**src/hw/rtl/prtcb_pkg.sv**
```systemverilog
// Package for the point rigid-transform and crop-box block.
// Holds widths, register codes, config and pipeline control types, and the output clamp.
// No dependencies.
`default_nettype none

package prtcb_pkg;

    localparam int COORD_W    = 24;
    localparam int COEF_W     = 18;
    localparam int TRANS_W    = 20;
    localparam int FRAC_W     = 16;
    localparam int ROI_W      = 23;
    localparam int ZLIM_W     = 2 * COORD_W;
    localparam int ROW_W      = 3 * COEF_W;
    localparam int TRANS_ALL_W = 3 * TRANS_W;
    localparam int PROD_W     = COORD_W + COEF_W;
    localparam int ACC_W      = PROD_W + 2;
    localparam int SUM_W      = ACC_W - FRAC_W + 1;
    localparam int CFG_IDX_W  = 4;
    localparam int CFG_DATA_W = 64;
    localparam int TDATA_W    = 3 * COORD_W;
    localparam int N_STAGES   = 4;

    localparam logic signed [ACC_W-1:0] ROUND_HALF = ACC_W'(1) <<< (FRAC_W - 1);
    localparam logic signed [SUM_W-1:0] SAT_HI     = SUM_W'((1 << (COORD_W - 1)) - 1);
    localparam logic signed [SUM_W-1:0] SAT_LO     = -SUM_W'(1 << (COORD_W - 1));

    typedef enum logic [CFG_IDX_W-1:0] {
        CFG_ROT_X     = 4'd0,
        CFG_ROT_Y     = 4'd1,
        CFG_ROT_Z     = 4'd2,
        CFG_TRANS     = 4'd3,
        CFG_ROI_FRONT = 4'd4,
        CFG_ROI_BACK  = 4'd5,
        CFG_ROI_SIDE  = 4'd6,
        CFG_ROI_Z     = 4'd7
    } cfg_index_t;

    typedef struct packed {
        logic [ROW_W-1:0]       rot_x;
        logic [ROW_W-1:0]       rot_y;
        logic [ROW_W-1:0]       rot_z;
        logic [TRANS_ALL_W-1:0] trans;
        logic [ROI_W-1:0]       front;
        logic [ROI_W-1:0]       back;
        logic [ROI_W-1:0]       side;
        logic [ZLIM_W-1:0]      zlim;
    } cfg_regs_t;

    // load[k]: stage k takes its input this cycle; valid[k]: stage k holds a point
    typedef struct packed {
        logic [N_STAGES-1:0] load;
        logic [N_STAGES-1:0] valid;
    } pipe_ctl_t;

    typedef struct packed {
        logic fin;
        logic last;
    } pt_flags_t;

    function automatic logic [COORD_W-1:0] sat_coord(input logic signed [SUM_W-1:0] v);
        logic signed [SUM_W-1:0] c;
        priority if (v > SAT_HI)
            c = SAT_HI;
        else if (v < SAT_LO)
            c = SAT_LO;
        else
            c = v;
        return c[COORD_W-1:0];
    endfunction

endpackage

`default_nettype wire

```
**src/hw/rtl/prtcb_crop.sv**
```systemverilog
// Box test on the unclamped target-frame point, output clamp and output register.
// Depends on prtcb_pkg.
`default_nettype none

module prtcb_crop
    import prtcb_pkg::*;
(
    input  wire logic                    clk,
    input  wire pipe_ctl_t               ctl,
    input  wire cfg_regs_t               cfg,
    input  wire logic signed [SUM_W-1:0] x,
    input  wire logic signed [SUM_W-1:0] y,
    input  wire logic signed [SUM_W-1:0] z,
    input  wire pt_flags_t               flags,
    output logic [COORD_W-1:0]           out_x,
    output logic [COORD_W-1:0]           out_y,
    output logic [COORD_W-1:0]           out_z,
    output logic                         keep,
    output logic                         out_last
);

    logic signed [SUM_W-1:0] front_s, back_s, side_s, zmin_s, zmax_s;
    logic                    in_box;
    logic [COORD_W-1:0]      x_reg, y_reg, z_reg;
    logic                    keep_reg, last_reg;

    assign front_s = {{(SUM_W-ROI_W){1'b0}}, cfg.front};
    assign back_s  = {{(SUM_W-ROI_W){1'b0}}, cfg.back};
    assign side_s  = {{(SUM_W-ROI_W){1'b0}}, cfg.side};
    assign zmin_s  = SUM_W'(signed'(cfg.zlim[COORD_W-1:0]));
    assign zmax_s  = SUM_W'(signed'(cfg.zlim[ZLIM_W-1:COORD_W]));

    // |y| <= side written as two compares; faces count as inside
    assign in_box = (x >= -back_s) && (x <= front_s) &&
                    (y <= side_s) && (y >= -side_s) &&
                    (z >= zmin_s) && (z <= zmax_s);

    always_ff @(posedge clk)
    begin
        if (ctl.load[N_STAGES-1])
        begin
            x_reg    <= sat_coord(x);
            y_reg    <= sat_coord(y);
            z_reg    <= sat_coord(z);
            keep_reg <= flags.fin && in_box;
            last_reg <= flags.last;
        end
    end

    assign out_x    = x_reg;
    assign out_y    = y_reg;
    assign out_z    = z_reg;
    assign keep     = keep_reg;
    assign out_last = last_reg;

endmodule

`default_nettype wire

```
**config.mk**
```make
export PLATFORM = sky130hd
export DESIGN_NAME = prtcb_crop
export DESIGN_NICKNAME = d
export VERILOG_FILES = /design/src/hw/rtl/prtcb_pkg.sv /design/src/hw/rtl/prtcb_crop.sv
export SDC_FILE = /design/constraint.sdc
export NUM_CORES = 1
export LEC_CHECK = 0
export ABC_AREA = 1
export ABC_CLOCK_PERIOD_IN_PS = 3500
export BUFFER_PORTS_ARGS = -buffer_cell sky130_fd_sc_hd__buf_4
export CAP_MARGIN = 30
export CELL_PAD_IN_SITES_DETAIL_PLACEMENT = 1
export CELL_PAD_IN_SITES_GLOBAL_PLACEMENT = 1
export CORE_AREA = 10 10 190 192
export DETAILED_ROUTE_END_ITERATION = 7
export DIE_AREA = 0 0 200 202
export GPL_TIMING_DRIVEN = 0
export HOLD_SLACK_MARGIN = 0.03
export PLACE_DENSITY = 0.71
export SYNTH_ARGS = -nofsm -noshare
export SYNTH_HDL_FRONTEND = slang
export SYNTH_SLANG_ARGS = --single-unit
```
**constraint.sdc**
```tcl
create_clock -name clk -period 3.5 [get_ports clk]
set_input_delay 0.35 -clock clk [delete_from_list [all_inputs] [get_ports clk]]
set_output_delay 0.35 -clock clk [all_outputs]
set_load 0.05 [all_outputs]
```
==> results of run 1 <==
worst paths after layout:
check / startpoint / to / slack, ns / cells past startpoint
worst max-delay path: cfg[49] / keep$_DFFE_PP_ / 0.32 / 21
worst min-delay path: flags[0] / out_last$_DFFE_PP_ / 0.17 / 1
cell type report:
type	instances	share of cell area (%)
timing repair buffer	281	18.7
sequential	74	19.5
clock inverter	5	0.504
buffer	17	0.559
multi-input combinational	796	45.7
clock buffer	9	1.97
tap	442	4.84
antenna	2	0.0438
inverter	250	8.21
cells by family (layout without fill, tap and decap cells):
family | after synthesis | in the layout | synth area share [%]
adder cells (fa/ha/maj) | 163 | 163 | 24.1
flip-flops | 74 | 74 | 26.3
AO/OA/AOI/OAI | 162 | 162 | 10.1
XOR/XNOR | 35 | 35 | 3.72
buffers and inverters | 267 | 562 | 11.9
other | 0 | 2 | 0
AND/OR/NAND/NOR | 436 | 436 | 23.9
where the power goes:
group	switching, mW	internal (mW)
Sequential	0.0205	1.07
Combinational	0.828	0.478
Clock	0.417	0.543
routing by layer:
metal	up-vias	global-route usage, %	wire length [um]
met5	-	0	12
met4	2	3.98	490
met3	27	8.42	4180
met2	263	24.7	14000
met1	3886	19.4	14400
li1	4283	-	-
timing repair:
| action | in CTS | in global routing |
|---|---|---|
| hold buffers | 0 | 0 |
| endpoints found under the setup margin | 0 | 1 |
| resized for setup | 0 | 1 |
cells in the mapped netlist (2+ instances only):
master / instances / area (um2)
nor3_1: 28 / 140
o21ai_0: 84 / 420
nor4_4: 2 / 42.5
a21oi_1: 60 / 300
and3_1: 3 / 18.8
edfxtp_1: 74 / 2220
nor2_2: 6 / 37.5
ha_1: 163 / 2040
nor4_1: 4 / 25.0
a21o_1: 6 / 45.0
nand3_2: 5 / 50.1
o21a_1: 4 / 30.0
nand4_1: 14 / 87.6
a21boi_0: 2 / 15.0
nor2_1: 77 / 289
a31oi_1: 3 / 18.8
or2_2: 2 / 12.5
inv_2: 4 / 15.0
inv_1: 246 / 923
nand2_1: 241 / 905
nand3_4: 2 / 35.0
nand3b_1: 3 / 22.5
nand2_2: 5 / 31.3
xnor2_1: 4 / 35.0
nor2_4: 6 / 67.6
xor2_1: 30 / 263
nand3_1: 32 / 160
nand4_4: 2 / 42.5
clkbuf_1: 16 / 60.1
worst max-delay path, delay by kind of cell:
family          cells  cell delay (ns)
compound gates      1             0.19
fa+ha+maj           2             0.51
buf+inv             4             0.32
simple gates       14             2.03
==> impl_metrics.csv, run 1 <==
group,metric,value,unit
status,status,"finished, final reports clean",
layout,instances_no_fill,1876,
sta,final-hold-violation-count,0,
pwr,power.density,293,nW/um2
setup_path,critical_path.max_fanout,5,
setup_path,slowest_stage,"nor4_4",
global_routing,grt_start_max_net_pins,45,
logic_synthesis,mappedNetlistArea,8450,um2
clocking,numCtsBuffers,9,
layout,fillCellCount,4051,
global_routing,grt_use_total,16.1,%
place,pre_cts_ws,-0.154,ns
layout,area_delta_synth_final,35.2,%
detailed_routing,vias,8461,
setup_path,path_common_cell,"nand3_1",
clocking,cts_root_buffer,"clkbuf_16",
setup_path,crit_chain,"buf_4 -> inv_1 -> ha_1 -> nand3_4 -> nor4_4 -> nand3_2 -> nor2_2 -> nand3_2 -> nor2_4 -> nand3_2 -> nor2_1 -> ha_1 -> nand4_1 -> inv_1 -> nand3_1 -> inv_1 -> a21oi_1 -> nand3_1 -> nand3_1 -> nand3_1 -> nor3_1",
layout,layout_common_cells,"buf_4, inv_1, nand2_1, ha_1, o21ai_0",
setup_path,max_stage_delay,0.34,ns
floorplanning,core.rowCount,66,
detailed_routing,drtAntennaViolNets,0,
sta,finalHoldWorstSlack,0.168,ns
logic_synthesis,ys_seq_area_share,26.3,%
clocking,clk_pin_slew,0.07,ns
detailed_routing,drtIter0Drc,269,
sta,finalSetupViolations,0,
sta,worst_pin_slew,0.735,ns
floorplanning,die_w,200,um
place,placement.cell_area,11100,um2
flow_run,cap_violations,0,
clocking,clk_path_buf_depth,2,
global_routing,first_global_vias,9154,
setup_path,cp-start-kind,"input pin",
global_routing,grt_overflow,0,
floorplanning,core,32300,um2
detailed_routing,wire_per_inst,17.7,um
sta,fin_tns_setup,0,ns
setup_path,crit_type,"input pin to flop",
sta,fmax,0.314,GHz
pwr,total_power,3.35,mW
logic_synthesis,ys_ff_latch,74,
floorplanning,die_area,40400,um2
sta,fin_crit,3.18,ns
setup_path,cp.required,3.71,ns
layout,design_area,11400,um2
layout,final_common_cell,"buf_4",
detailed_routing,drt-total-wl,33.1,mm
clocking,cts_tree,"built",
layout,multiInputGateArea,5230,um2
place,place_hpwl,29.4,mm
detailed_routing,viasPerCell,4.51,
detailed_routing,drc_errors,0,
logic_synthesis,async_flop_share,0,%
layout,register_area,2220,um2
clocking,cts_max_level,3,
logic_synthesis,synth_cell_type_count,38,
sta,worst_slew_margin_rel,50.7,%
logic_synthesis,synth_edf_count,74,
clocking,postCtsSetupBuffers,0,
setup_path,end_kind,"flop",
logic_synthesis,yosys_warnings,0,
floorplanning,pin_count,511,
sta,finalMaxSlewViolations,0,
sta,period_share,91.0,%
clocking,cts_sinks,74,
sta,rsz0062_at_grt,"no",
pwr,cellLeakagePower,6.11,nW
setup_path,cp.arrival,3.39,ns
pwr,vdd_drop_max,219,uV
layout,fin_nets,2029,
floorplanning,start_util,26.2,%
sta,setup_ws,0.316,ns
place,dpl.cell_count,1860,
place,portBuffers,279,
place,gp_congestion,0.845,
logic_synthesis,syn_area_per_cell,7.43,um2
layout,fin_util,35.4,%
floorplanning,die_h,202,um
logic_synthesis,ys.flop_type,"edfxtp_1",
layout,drive_gt1_share,23.3,%
global_routing,antenna_found_initial,1,
logic_synthesis,synth.net_count,1737,
min_path,worstHoldPathType,"input pin to flop",
logic_synthesis,synthCells,1137,
global_routing,grt_first_pass_wirelength,50.3,mm
detailed_routing,drtPass1Iterations,4,
Power figures use the tool's default switching activity.
==> run 2: changes to the inputs <==
Settings changed: PLACE_DENSITY 0.71 to 0.77.
==> run 2 against run 1 <==
- die area unchanged
- count of clock-buffer cells in the layout increased by 1
- total power increased by 2.6%
- first-iteration DRC count decreased by 8.6%
- sequential share of layout area decreased by 0.18 points
- sequential power about the same
- utilization increased by 0.32 points
- design area increased by 0.91%
- clock power increased by 7%
- setup slack got worse by 0.088 ns
- highest routed layer unchanged
==> impl_metrics.csv, run 2 (synthesis results as in run 1) <==
group,metric,value,unit
status,status,"finished, final reports clean",
floorplanning,core.rowCount,66,
clocking,clk_pin_slew,0.07,ns
detailed_routing,drtAntennaViolNets,0,
floorplanning,start_util,26.2,%
detailed_routing,wire_per_inst,17.9,um
sta,finalHoldWorstSlack,0.184,ns
layout,final_common_cell,"buf_4",
detailed_routing,drtIter0Drc,246,
detailed_routing,viasPerCell,4.57,
min_path,worstHoldPathType,"input pin to flop",
layout,diodes,0,
global_routing,antenna_found_initial,2,
global_routing,first_global_vias,9535,
clocking,cts_tree,"built",
floorplanning,die_w,200,um
clocking,numCtsBuffers,9,
floorplanning,pin_count,511,
detailed_routing,drt-total-wl,33.6,mm
flow_run,cap_violations,0,
detailed_routing,drc_errors,0,
global_routing,grt_use_total,16.3,%
setup_path,crit_chain,"buf_4 -> inv_1 -> ha_2 -> nand3_4 -> nor4_4 -> nand3_2 -> nor2_4 -> nand3_2 -> nor2_4 -> nand3_2 -> nor2_2 -> ha_4 -> nand4_1 -> inv_1 -> nand3_1 -> inv_1 -> a21oi_1 -> nand3_1 -> nand3_1 -> nand3_4 -> nor3_4",
setup_path,slowest_stage,"nor4_4",
sta,worst_slew_margin_rel,30.1,%
place,place_hpwl,29.7,mm
setup_path,crit_start,"cfg[49]",
detailed_routing,vias,8583,
sta,final-hold-violation-count,0,
layout,area_delta_synth_final,36.5,%
sta,finalMaxSlewViolations,0,
sta,period_share,93.5,%
min_path,hp-start,"flags[0]",
clocking,cts_sinks,74,
layout,layout_common_cells,"buf_4, inv_1, nand2_1, ha_1, o21ai_0",
setup_path,cp-start-kind,"input pin",
setup_path,cp.required,3.68,ns
clocking,cts_max_level,3,
sta,fin_tns_setup,0,ns
setup_path,crit_type,"input pin to flop",
setup_path,path_buf_inv,4,
pwr,power.density,298,nW/um2
pwr,vdd_drop_max,175,uV
pwr,total_power,3.44,mW
sta,fin_crit,3.27,ns
setup_path,crit_family,"simple AND/OR/NAND/NOR gates",
global_routing,grt_first_pass_wirelength,51.5,mm
sta,fmax,0.306,GHz
floorplanning,die_h,202,um
detailed_routing,drtPass1Iterations,4,
place,portBuffers,279,
setup_path,end_kind,"flop",
layout,fin_nets,2031,
pwr,cellLeakagePower,6.15,nW
floorplanning,core,32300,um2
setup_path,max_stage_delay,0.34,ns
sta,worst_pin_slew,1.03,ns
setup_path,critical_path.max_fanout,5,
clocking,cts_root_buffer,"clkbuf_16",
global_routing,grt_start_max_net_pins,75,
sta,finalSetupViolations,0,
clocking,clk_path_buf_depth,2,
layout,drive_gt1_share,24.0,%
floorplanning,die_area,40400,um2
setup_path,cp.arrival,3.46,ns
place,gp_congestion,0.861,
clocking,cts_hold_buf,0,
global_routing,grt_overflow,0,
## run 2: per-layer routing
metal,part of all wire (%),track usage [%]
met2,44,26.3
met1,43,19.7
met5,0.059,0
met3,11,6.48
met4,1.8,4.25
## run 2: worst paths after layout
kind                  cells past startpoint  slack, ns                 end
worst max-delay path                     21       0.23      keep$_DFFE_PP_
worst min-delay path                      1       0.18  out_last$_DFFE_PP_
## run 2: what timing repair did
action | CTS | global route
gates resized for setup | 2 | 10
endpoints found under the setup margin | 1 | 1
buffers inserted | 1 | 2
endpoints found under the hold margin | 0 | 0
pin swaps | 1 | 4
## run 2: metrics by stage
| stage | utilization, % | std cells | setup slack [ns] | instance area (um2) |
|---|---|---|---|---|
| 2_1_floorplan | - | 1137 | 0.598 | 8450 |
| 3_3_place_gp | 34.4 | 1858 | -0.289 | 11100 |
| 3_5_place_dp | 34.4 | 1858 | -0.471 | 11100 |
| 4_1_cts | 35.4 | 1875 | 0.0136 | 11400 |
| 5_1_grt | 35.7 | 1878 | -0.0581 | 11500 |
| 6_report | 35.7 | 1878 | 0.228 | 11500 |
## run 2: final cells by class
cell class	count	area (um2)
Inverter	250	938
Clock buffer	10	229
Buffer	17	63.8
Multi-Input combinational cell	796	5290
Fill cell	4083	20800
Sequential cell	74	2220
Tap cell	442	553
Clock inverter	6	90.1
Timing Repair Buffer	283	2140
## run 2: power by group
group | leakage [nW] | switching, mW | total, mW | internal (mW)
Sequential | 0.729 | 0.0225 | 1.09 | 1.07
Clock | 0.153 | 0.406 | 1.03 | 0.628
Combinational | 5.27 | 0.838 | 1.32 | 0.480
==> run 3: changes to the inputs <==
Settings changed: ABC_AREA 1 to unset, PLACE_DENSITY 0.77 to 0.71.
==> run 3 against run 2 <==
- count of clock-buffer cells in the layout is 1 higher
- die area stayed put
- total power is 6.7% lower
- highest routed layer unchanged
- critical path depth is 6 lower
- maximum frequency is 7.8% lower
- the flow now finishes with violations (negative setup slack)
==> impl_metrics.csv, run 3 <==
group,metric,value,unit
status,status,"finished, violations left",
status,violations,"negative setup slack",
logic_synthesis,synth_cell_type_count,43,
clocking,cts_tree,"built",
pwr,vdd_drop_max,209,uV
sta,rsz0062_at_grt,"yes",
layout,fin_nets,1712,
sta,fmax,0.282,GHz
logic_synthesis,yosysMostFrequentCell,"ha_1",
detailed_routing,wire_per_inst,20.0,um
pwr,power.density,299,nW/um2
floorplanning,core.rowCount,66,
layout,instances_no_fill,1561,
floorplanning,pin_count,511,
floorplanning,core,32300,um2
detailed_routing,drt-total-wl,31.1,mm
detailed_routing,drtIter0Drc,235,
setup_path,cp-start-kind,"input pin",
floorplanning,start_util,23.3,%
setup_path,cp-endpoint,"keep$_DFFE_PP_",
setup_path,cp.arrival,3.75,ns
detailed_routing,viasPerCell,4.79,
detailed_routing,drtAntennaViolNets,0,
setup_path,crit_type,"input pin to flop",
clocking,numCtsBuffers,9,
sta,finalMaxSlewViolations,0,
place,placement.cell_area,10200,um2
clocking,cts_sinks,74,
layout,drive_gt1_share,29.7,%
place,pre_cts_ws,-1.40,ns
min_path,worstHoldPathType,"input pin to flop",
flow_run,cap_violations,0,
layout,layout_common_cells,"buf_4, ha_1, inv_1, a21o_1, edfxtp_1",
logic_synthesis,ys.flop_type,"edfxtp_1",
sta,period_share,101,%
layout,final_common_cell,"buf_4",
sta,worst_pin_slew,0.781,ns
sta,setup_ws,-0.0505,ns
logic_synthesis,ys_seq_area_share,29.5,%
logic_synthesis,mappedNetlistArea,7540,um2
logic_synthesis,synth.net_count,1410,
global_routing,first_global_vias,8108,
layout,area_delta_synth_final,42.2,%
global_routing,grt_start_max_net_pins,41,
detailed_routing,drtPass1Iterations,4,
logic_synthesis,synth.top_cell.area_share,29.5,%
logic_synthesis,syn_area_per_cell,9.30,um2
global_routing,grt_overflow,0,
layout,fillCellCount,3822,
logic_synthesis,synth_edf_count,74,
logic_synthesis,yosys-top-cells-count,"ha_1, inv_1, a21o_1",
clocking,cts_root_buffer,"clkbuf_16",
floorplanning,die_area,40400,um2
sta,fin_crit,3.55,ns
logic_synthesis,yosys_warnings,0,
detailed_routing,drc_errors,0,
place,portBuffers,278,
global_routing,grt_use_total,15.3,%
clocking,clk_path_buf_depth,2,
setup_path,cp.required,3.70,ns
setup_path,crit_start,"cfg[79]",
global_routing,antenna_found_initial,7,
clocking,cts_max_level,3,
global_routing,grt_first_pass_wirelength,47.7,mm
clocking,clk_pin_slew,0.06,ns
place,place_hpwl,27.0,mm
sta,finalSetupViolations,1,
sta,final-hold-violation-count,0,
setup_path,critical_path.max_fanout,3,
logic_synthesis,async_flop_share,0,%
pwr,cellLeakagePower,5.26,nW
floorplanning,die_h,202,um
logic_synthesis,ys_top_cells_by_area,"edfxtp_1, ha_1, a21o_1",
logic_synthesis,synthCells,810,
place,gp_congestion,0.837,
place,dpl.cell_count,1532,
sta,worst_slew_margin_rel,46.6,%
detailed_routing,vias,7472,
layout,design_area,10700,um2
logic_synthesis,synth_largest_area_cell,"edfxtp_1",
floorplanning,die_w,200,um
setup_path,end_kind,"flop",
logic_synthesis,ys_ff_latch,74,
[run 3: cell families after synthesis]
kind of cell | synth area share (%)
AND/OR/NAND/NOR | 14.4
AO/OA/AOI/OAI | 17.9
buffers and inverters | 6.03
XOR/XNOR | 5.00
flip-flops | 29.5
adder cells (fa/ha/maj) | 27.1
multiplexers | 0.133
[run 3: metrics by stage]
step | total power, mW | hold slack [ns] | utilization (%) | setup TNS, ns
finish | 3.21 | 0.168 | 33.2 | -0.0505
global route | 3.40 | 0.158 | 33.2 | -0.243
CTS | 3.26 | 0.144 | 33.0 | -0.378
detailed placement | 2.34 | 0.531 | 31.7 | -1.40
global placement | 2.29 | 0.530 | 31.6 | -1.44
floorplan | 1.79 | 0.449 | - | -0.0153
[run 3: repair_timing]
| action | CTS | global route |
|---|---|---|
| resized for setup | 24 | 5 |
| hold buffers | 0 | 0 |
| pin swaps | 19 | 13 |
| endpoints found under the hold margin | 0 | 0 |
| setup endpoints to repair | 1 | 1 |
| buffers inserted | 7 | 4 |
| cloned | 0 | 0 |
[run 3: metal layers]
layer | GRT usage (%) | up-vias | share of wire, %
li1 | - | 3621 | -
met1 | 19.6 | 3557 | 44
met2 | 23.0 | 264 | 42
met3 | 6.65 | 24 | 12
met4 | 3.90 | 6 | 1.2
met5 | 0 | - | 0.15
[run 3: worst max-delay path, cell delays in order]
cell and delay (ns):
buf_6 0.09, or4_4 0.54, nor4_4 0.23, nand4_1 0.16, buf_4 0.17, nor3_2 0.13
xor2_1 0.21, ha_1 0.29, buf_4 0.15, a2111oi_4 0.38, a21boi_1 0.12, nor4_2 0.32
xor2_2 0.27, o221ai_2 0.17, a211oi_2 0.16
[run 3: worst min-delay path by stage]
| stage | start | to | slack [ns] | cells after the start |
|---|---|---|---|---|
| after detailed placement | flags[0] | out_last$_DFFE_PP_ | 0.53 | 1 |
| after global placement | flags[0] | out_last$_DFFE_PP_ | 0.53 | 1 |
| after global routing | flags[0] | out_last$_DFFE_PP_ | 0.16 | 1 |
| final | flags[0] | out_last$_DFFE_PP_ | 0.17 | 1 |
| after CTS | flags[0] | out_last$_DFFE_PP_ | 0.14 | 1 |
| after floorplan | flags[0] | out_last$_DFFE_PP_ | 0.45 | 0 |
[run 3: final cells by class]
cell class,instances,area (um2),area share [%]
Timing Repair Buffer,291,2210,20.6
Clock inverter,4,20.0,0.187
Buffer,19,71.3,0.665
Inverter,102,383,3.57
Antenna cell,3,7.51,0.0700
Multi-Input combinational cell,615,5020,46.8
Clock buffer,11,233,2.17
Sequential cell,74,2220,20.7
Tap cell,442,553,5.16
[run 3: where the power goes]
group / leakage, nW / switching (mW) / internal, mW
logic: 4.40 / 0.752 / 0.491
clock network: 0.129 / 0.405 / 0.472
registers: 0.729 / 0.0228 / 1.07
